## src/sv/tpct_pkg.sv

```systemverilog
// ----------------------------------------------------------------------------
// tpct_pkg: shared types and constants for the twin prime candidate test
// Widths of the value path, trial engine handshakes and fixed trial seeds.
// ----------------------------------------------------------------------------
`default_nettype none

package tpct_pkg;

    localparam int VALUE_WIDTH = 32;
    // n+1 needs one bit more than n
    localparam int VAL_EXT_W   = VALUE_WIDTH + 1;
    // running square of the trial divisor may pass m once before the stop
    localparam int SQ_W        = VAL_EXT_W + 1;
    localparam int REM_CNT_W   = $clog2(VAL_EXT_W + 1);
    localparam int CNT_W       = 32;
    localparam int MEMBER_W    = 32;

    localparam int IN_TDATA_W  = ((VALUE_WIDTH + 7) / 8) * 8;
    localparam int OUT_TDATA_W = ((MEMBER_W + CNT_W + 7) / 8) * 8;

    // first trial divisor and its square
    localparam logic [VAL_EXT_W-1:0] D_FIRST  = VAL_EXT_W'(2);
    localparam logic [SQ_W-1:0]      SQ_FIRST = SQ_W'(4);

    // smallest half value with a non-empty divisor range
    localparam logic [VALUE_WIDTH-1:0] HALF_MIN_LOW  = VALUE_WIDTH'(3);
    localparam logic [VALUE_WIDTH-1:0] HALF_MIN_HIGH = VALUE_WIDTH'(2);

    typedef struct packed {
        logic                 start;
        logic [VAL_EXT_W-1:0] m;
        logic [VAL_EXT_W-1:0] lim;
    } trial_req_t;

    typedef struct packed {
        logic done;
        logic found;
    } trial_rsp_t;

    typedef struct packed {
        logic done;
        logic zero;
    } rem_rsp_t;

endpackage

`default_nettype wire

```

## src/sv/tpct_rem_serial.sv

```systemverilog
// ----------------------------------------------------------------------------
// tpct_rem_serial: bit-serial remainder unit
// Restoring division, one dividend bit per cycle, reports a zero remainder.
// ----------------------------------------------------------------------------
`default_nettype none

module tpct_rem_serial (
    input  wire logic                           clk,
    input  wire logic                           rst_n,
    input  wire logic                           start,
    input  wire logic [tpct_pkg::VAL_EXT_W-1:0] dividend,
    input  wire logic [tpct_pkg::VAL_EXT_W-1:0] divisor,
    output tpct_pkg::rem_rsp_t                  rsp
);
    import tpct_pkg::*;

    logic [VAL_EXT_W-1:0] q_reg, q_next;
    logic [VAL_EXT_W-1:0] rem_reg, rem_next;
    logic [REM_CNT_W-1:0] cnt_reg, cnt_next;
    logic                 busy_reg, busy_next;
    logic                 done_reg, done_next;
    logic                 zero_reg, zero_next;
    logic [VAL_EXT_W:0]   trial_val;
    logic [VAL_EXT_W:0]   diff;

    assign trial_val = {rem_reg, q_reg[VAL_EXT_W-1]};
    assign diff      = trial_val - {1'b0, divisor};

    always_comb
    begin
        q_next    = q_reg;
        rem_next  = rem_reg;
        cnt_next  = cnt_reg;
        busy_next = busy_reg;
        done_next = 1'b0;
        zero_next = zero_reg;
        if (start)
        begin
            q_next    = dividend;
            rem_next  = '0;
            cnt_next  = REM_CNT_W'(VAL_EXT_W);
            busy_next = 1'b1;
        end
        else if (busy_reg)
        begin
            // subtract when the partial remainder covers the divisor
            if (trial_val >= {1'b0, divisor})
                rem_next = diff[VAL_EXT_W-1:0];
            else
                rem_next = trial_val[VAL_EXT_W-1:0];
            q_next   = {q_reg[VAL_EXT_W-2:0], 1'b0};
            cnt_next = cnt_reg - 1'b1;
            if (cnt_reg == REM_CNT_W'(1))
            begin
                busy_next = 1'b0;
                done_next = 1'b1;
                zero_next = (rem_next == '0);
            end
        end
    end

    always_ff @(posedge clk or negedge rst_n)
    begin
        if (!rst_n)
        begin
            busy_reg <= 1'b0;
            done_reg <= 1'b0;
            cnt_reg  <= '0;
        end
        else
        begin
            busy_reg <= busy_next;
            done_reg <= done_next;
            cnt_reg  <= cnt_next;
        end
    end

    always_ff @(posedge clk)
    begin
        q_reg    <= q_next;
        rem_reg  <= rem_next;
        zero_reg <= zero_next;
    end

    assign rsp.done = done_reg;
    assign rsp.zero = zero_reg;

endmodule

`default_nettype wire

```

## src/sv/tpct_trial.sv

```systemverilog
// ----------------------------------------------------------------------------
// tpct_trial: trial division sequencer
// Steps the divisor from 2 up to the limit or the square root of m.
// ----------------------------------------------------------------------------
`default_nettype none

module tpct_trial (
    input  wire logic                 clk,
    input  wire logic                 rst_n,
    input  wire tpct_pkg::trial_req_t req,
    output tpct_pkg::trial_rsp_t      rsp
);
    import tpct_pkg::*;

    localparam logic [1:0] T_IDLE  = 2'd0;
    localparam logic [1:0] T_CHECK = 2'd1;
    localparam logic [1:0] T_WAIT  = 2'd2;

    logic [1:0]           state_reg, state_next;
    logic [VAL_EXT_W-1:0] m_reg, m_next;
    logic [VAL_EXT_W-1:0] lim_reg, lim_next;
    logic [VAL_EXT_W-1:0] d_reg, d_next;
    logic [SQ_W-1:0]      sq_reg, sq_next;
    logic                 done_reg, done_next;
    logic                 found_reg, found_next;
    logic                 rem_start;
    logic                 d_in_range;
    rem_rsp_t             rem_rsp;

    assign d_in_range = (d_reg <= lim_reg);

    tpct_rem_serial u_rem (
        .clk      (clk),
        .rst_n    (rst_n),
        .start    (rem_start),
        .dividend (m_reg),
        .divisor  (d_reg),
        .rsp      (rem_rsp)
    );

    always_comb
    begin
        state_next = state_reg;
        m_next     = m_reg;
        lim_next   = lim_reg;
        d_next     = d_reg;
        sq_next    = sq_reg;
        done_next  = 1'b0;
        found_next = found_reg;
        rem_start  = 1'b0;
        case (state_reg)
            T_IDLE:
            begin
                if (req.start)
                begin
                    m_next     = req.m;
                    lim_next   = req.lim;
                    d_next     = D_FIRST;
                    sq_next    = SQ_FIRST;
                    state_next = T_CHECK;
                end
            end
            T_CHECK:
            begin
                if (d_in_range && (sq_reg <= {1'b0, m_reg}))
                begin
                    rem_start  = 1'b1;
                    state_next = T_WAIT;
                end
                else
                begin
                    // no factor below the root: m is prime, its own divisor
                    done_next  = 1'b1;
                    found_next = d_in_range && (m_reg <= lim_reg);
                    state_next = T_IDLE;
                end
            end
            T_WAIT:
            begin
                if (rem_rsp.done)
                begin
                    if (rem_rsp.zero)
                    begin
                        done_next  = 1'b1;
                        found_next = 1'b1;
                        state_next = T_IDLE;
                    end
                    else
                    begin
                        d_next     = d_reg + 1'b1;
                        sq_next    = sq_reg + {d_reg, 1'b0} + 1'b1;
                        state_next = T_CHECK;
                    end
                end
            end
            default:
            begin
                state_next = T_IDLE;
            end
        endcase
    end

    always_ff @(posedge clk or negedge rst_n)
    begin
        if (!rst_n)
        begin
            state_reg <= T_IDLE;
            done_reg  <= 1'b0;
        end
        else
        begin
            state_reg <= state_next;
            done_reg  <= done_next;
        end
    end

    always_ff @(posedge clk)
    begin
        m_reg     <= m_next;
        lim_reg   <= lim_next;
        d_reg     <= d_next;
        sq_reg    <= sq_next;
        found_reg <= found_next;
    end

    assign rsp.done  = done_reg;
    assign rsp.found = found_reg;

endmodule

`default_nettype wire

```

## config.mk

```make
export PLATFORM = sky130hd
export DESIGN_NAME = tpct_trial
export DESIGN_NICKNAME = d
export VERILOG_FILES = /design/src/sv/tpct_pkg.sv /design/src/sv/tpct_rem_serial.sv /design/src/sv/tpct_trial.sv
export SDC_FILE = /design/constraint.sdc
export NUM_CORES = 1
export LEC_CHECK = 0
export BUFFER_PORTS_ARGS = -buffer_cell sky130_fd_sc_hd__buf_2
export CAP_MARGIN = 40
export CORE_ASPECT_RATIO = 1.2
export CORE_MARGIN = 10
export CORE_UTILIZATION = 28
export DETAILED_ROUTE_END_ITERATION = 6
export MAX_ROUTING_LAYER = met4
export SKIP_LAST_GASP = 1
export SYNTH_ARGS = -nofsm -noshare
export SYNTH_HDL_FRONTEND = slang
export SYNTH_SLANG_ARGS = --single-unit
```

## constraint.sdc

```tcl
create_clock -name clk -period 5.5 [get_ports clk]
set_input_delay 1.375 -clock clk [delete_from_list [all_inputs] [get_ports clk]]
set_output_delay 1.375 -clock clk [all_outputs]
set_load 0.05 [all_outputs]
```

==> summary.md <==
| Metric | Value |
|---|---|
| Pre-Repair DR Iteration Count | 7 |
| Gr busiest metal | met2 |
| Reg2Reg Depth | 14 |
| Cells after Synth | ~1.4k |
| YS warnings | 0 |
| Post-route setup slack | 1.34 ns |
| GR Layer Usage met1 | between 10% and 20% |
| Die outline width | 226 microns |
| First-pass GRT wire length | 59800 microns |
| Register bit total from synthesis | 212 |
| Initial Utilization | 28.3% |
| Longest Clk Path Bufs | 3 |
| CP Class | flop to flop |
| Req. time, crit path | 5.87 ns |
| Status | finished clean |
| Skew final | 0.0123 ns |
| Gpl congestion | 0.913 |
| Synth cell types | 67 |
| Final nets | 1734 |
| Non-Filler Instances | 2155 |
| Core area | 50300 sq um |
| Mapped cell area | 14300 sq um |
| Vias in the first global route | 11.1k |
| Fraction of registers with async set/reset | ~5.2% |
| Fmax achieved | around 0.24 GHz |
| Drt total wl | 37500 microns |
| Peak VDD IR | 0.370 mV |
| Post-route ant nets | 0 |
| Postcts setup bufs | 0 |
| Total congestion overflow | 0 |
| DRC violations left | 0 |
| CTS tree | done |
| Avg WL per Cell | 17.4 microns |
| Post-synth EDFFs | about 170 |
| Worst Hold Depth | 2 |
| M3 GR Usage | 1.19% |
| CTS buffer count | 24 |
| Largest net degree at the start of global routing | 64 |
| Clock transition at path regs | about 0.070 ns |
| Cts repair resizes | 0 |
| Hold buffers post-CTS | 0 |
| Max H-tree Level | 1 |
| Placed instance count | between 2k and 2.5k |
| Die Y | 267 microns |
| Avg Cell Area, Syn | 10.1 sq um |
| Fin crit period | about 4.2 ns |
| Pins Over Slew Limit | 0 |
| Max-slew headroom | 50.3% |
| Total Routing Usage GR | between 10% and 20% |
| Dpl ws | roughly 1.4 ns |
| Clk sinks | 212 |
| Die area | 60400 sq um |
| Share of layout cells above drive strength 1 | 11.9% |
| Pwr Density | between 700 and 800 nW/um^2 |
| Max FO, Critical Path | 3 |
| Slew @ Worst Pin | ~0.75 ns |
| Final worst path period share | 75.7% |
| # IOs | 71 |
| Clock root buffer master | clkbuf_16 |
| Largest register FFs | 34 |
| CP endpoint kind | flop |
| CP arrival | 4.53 ns |
| Commonest non-fill, non-tap cell in the layout | ha_1 |
| Post-Syn Nets | roughly 1.7k |
| Sequential cell area fraction in the yosys report | 41.9% |
| Clock Latency Late Sink | 0.53 ns |
| Worst Hold Class | flop to flop |
| Max-Cap Viols | 0 |
| Initial DRC count | 602 |
| Endpoints failing setup | 0 |
| Vias/cell | 5.02 |
| Most frequent cells in the layout | ha_1 (171), edfxtp_1 (168), inv_1 (127), nor2_1 (127), a21oi_1 (99) |
| RSZ-0062 raised after global routing | false |
| Rows | 90 |
| CP startpoint kind | flop |
| Final core occ | 32.2% |
| IO Port Bufs | 70 |
| Fill cells | 5086 |
| Most used DFF post-synth | edfxtp_1 |
| Setup TNS | 0 ns |
| DPL Wire Length | 29200 microns |
| Leak | 0.00680 uW |
| Syn-to-layout area delta | 13.7% |
| Via Count | 10.8k |
| Initial antenna violation count | 0 |
| Final hold violations | 0 |
| Met2 global-route usage | 22.8% |
[worst max-delay path, cell delays in order, from the launching register on]
cell      delay [ns]
edfxtp_1        0.44
inv_1           0.08
ha_1            0.15
inv_1           0.05
fa_1            0.42
a211oi_1        0.29
o21ai_1         0.18
o21a_1          0.17
xor2_1          0.15
or4_1           0.50
nor4_1          0.41
nand4_1         0.15
or4_1           0.50
o41ai_2         0.20
and4_1          0.30
[report_power, final]
group          switching [uW]  leakage, uW  internal, uW
clock                     675     0.000399           988
combinational            3920      0.00435          2760
sequential                596      0.00205          2650
total                    5190      0.00680          6400
[cell usage after synthesis (11+ instances only)]
library cell,number,area [sq um]
o211ai_1,15,113
o21a_1,13,97.6
inv_1,128,480
nor2_1,128,480
a21o_1,53,398
a211oi_1,32,240
nor4_1,13,81.3
dfrtp_1,11,275
nand4_1,39,244
xnor2_1,53,464
nor3_1,24,120
clkbuf_1,18,67.6
mux2_2,35,394
ha_1,171,2140
nand2_1,84,315
o21bai_1,11,82.6
nand3_1,22,110
nand2b_1,11,68.8
xor2_1,34,298
mux2i_1,23,230
a21oi_1,100,500
edfxtp_1,168,5040
o21ai_0,68,340
dfxtp_1,33,661
[area by class of cell]
cell class | instances | area [sq um] | area share [%]
multi-input cells | 1042 | 7660 | 47.3
flip-flops and latches | 212 | 5980 | 36.9
well taps | 644 | 806 | 4.97
clock buffers | 30 | 654 | 4.04
inverters | 128 | 480 | 2.96
repair buffers | 84 | 465 | 2.87
clock inverters | 14 | 158 | 0.972
diodes | 1 | 2.50 | 0.0154
[metrics by stage]
stage	power (uW)	hold WS, ns	area [sq um]
2_1_floorplan	8190	0.475	14300
3_3_place_gp	9790	0.510	15400
3_5_place_dp	9910	0.505	15400
4_1_cts	11600	0.512	16200
5_1_grt	12600	0.535	16200
6_report	11600	0.517	16200
[kinds of logic (layout without fill, tap and decap cells)]
group / after synthesis / in the layout / share of synthesized area (%)
AO/OA/AOI/OAI: 346 / 346 / 15.8
flip-flops: 212 / 212 / 41.9
multiplexers: 58 / 58 / 4.38
XOR/XNOR: 87 / 87 / 5.34
buffers and inverters: 164 / 256 / 4.49
adder cells (fa/ha/maj): 173 / 173 / 15.3
other: 0 / 1 / 0
AND/OR/NAND/NOR: 378 / 378 / 12.8
[path summary, 6_finish.rpt]
check / slack, ns / end / start
max in group asynchronous: 4.57 / u_rem.busy_reg / rst_n
hold reg to reg: 0.52 / u_rem.rem_reg[28] / u_rem.rem_reg[28]
min in group asynchronous: 0.71 / u_rem.cnt_reg[1] / rst_n
setup reg to reg: 1.34 / u_rem.zero_reg / u_rem.q_reg[32]
setup / recovery: 1.34 / u_rem.zero_reg / u_rem.q_reg[32]
hold / removal: 0.52 / u_rem.rem_reg[28] / u_rem.rem_reg[28]
[routing by layer]
layer / wire (microns) / share of wire (%)
met1: 15600 / 42
met2: 19300 / 52
met3: 1470 / 3.9
met4: 1020 / 2.7
met5: 0 / 0
No activity file was read; power rests on OpenSTA's default activity.
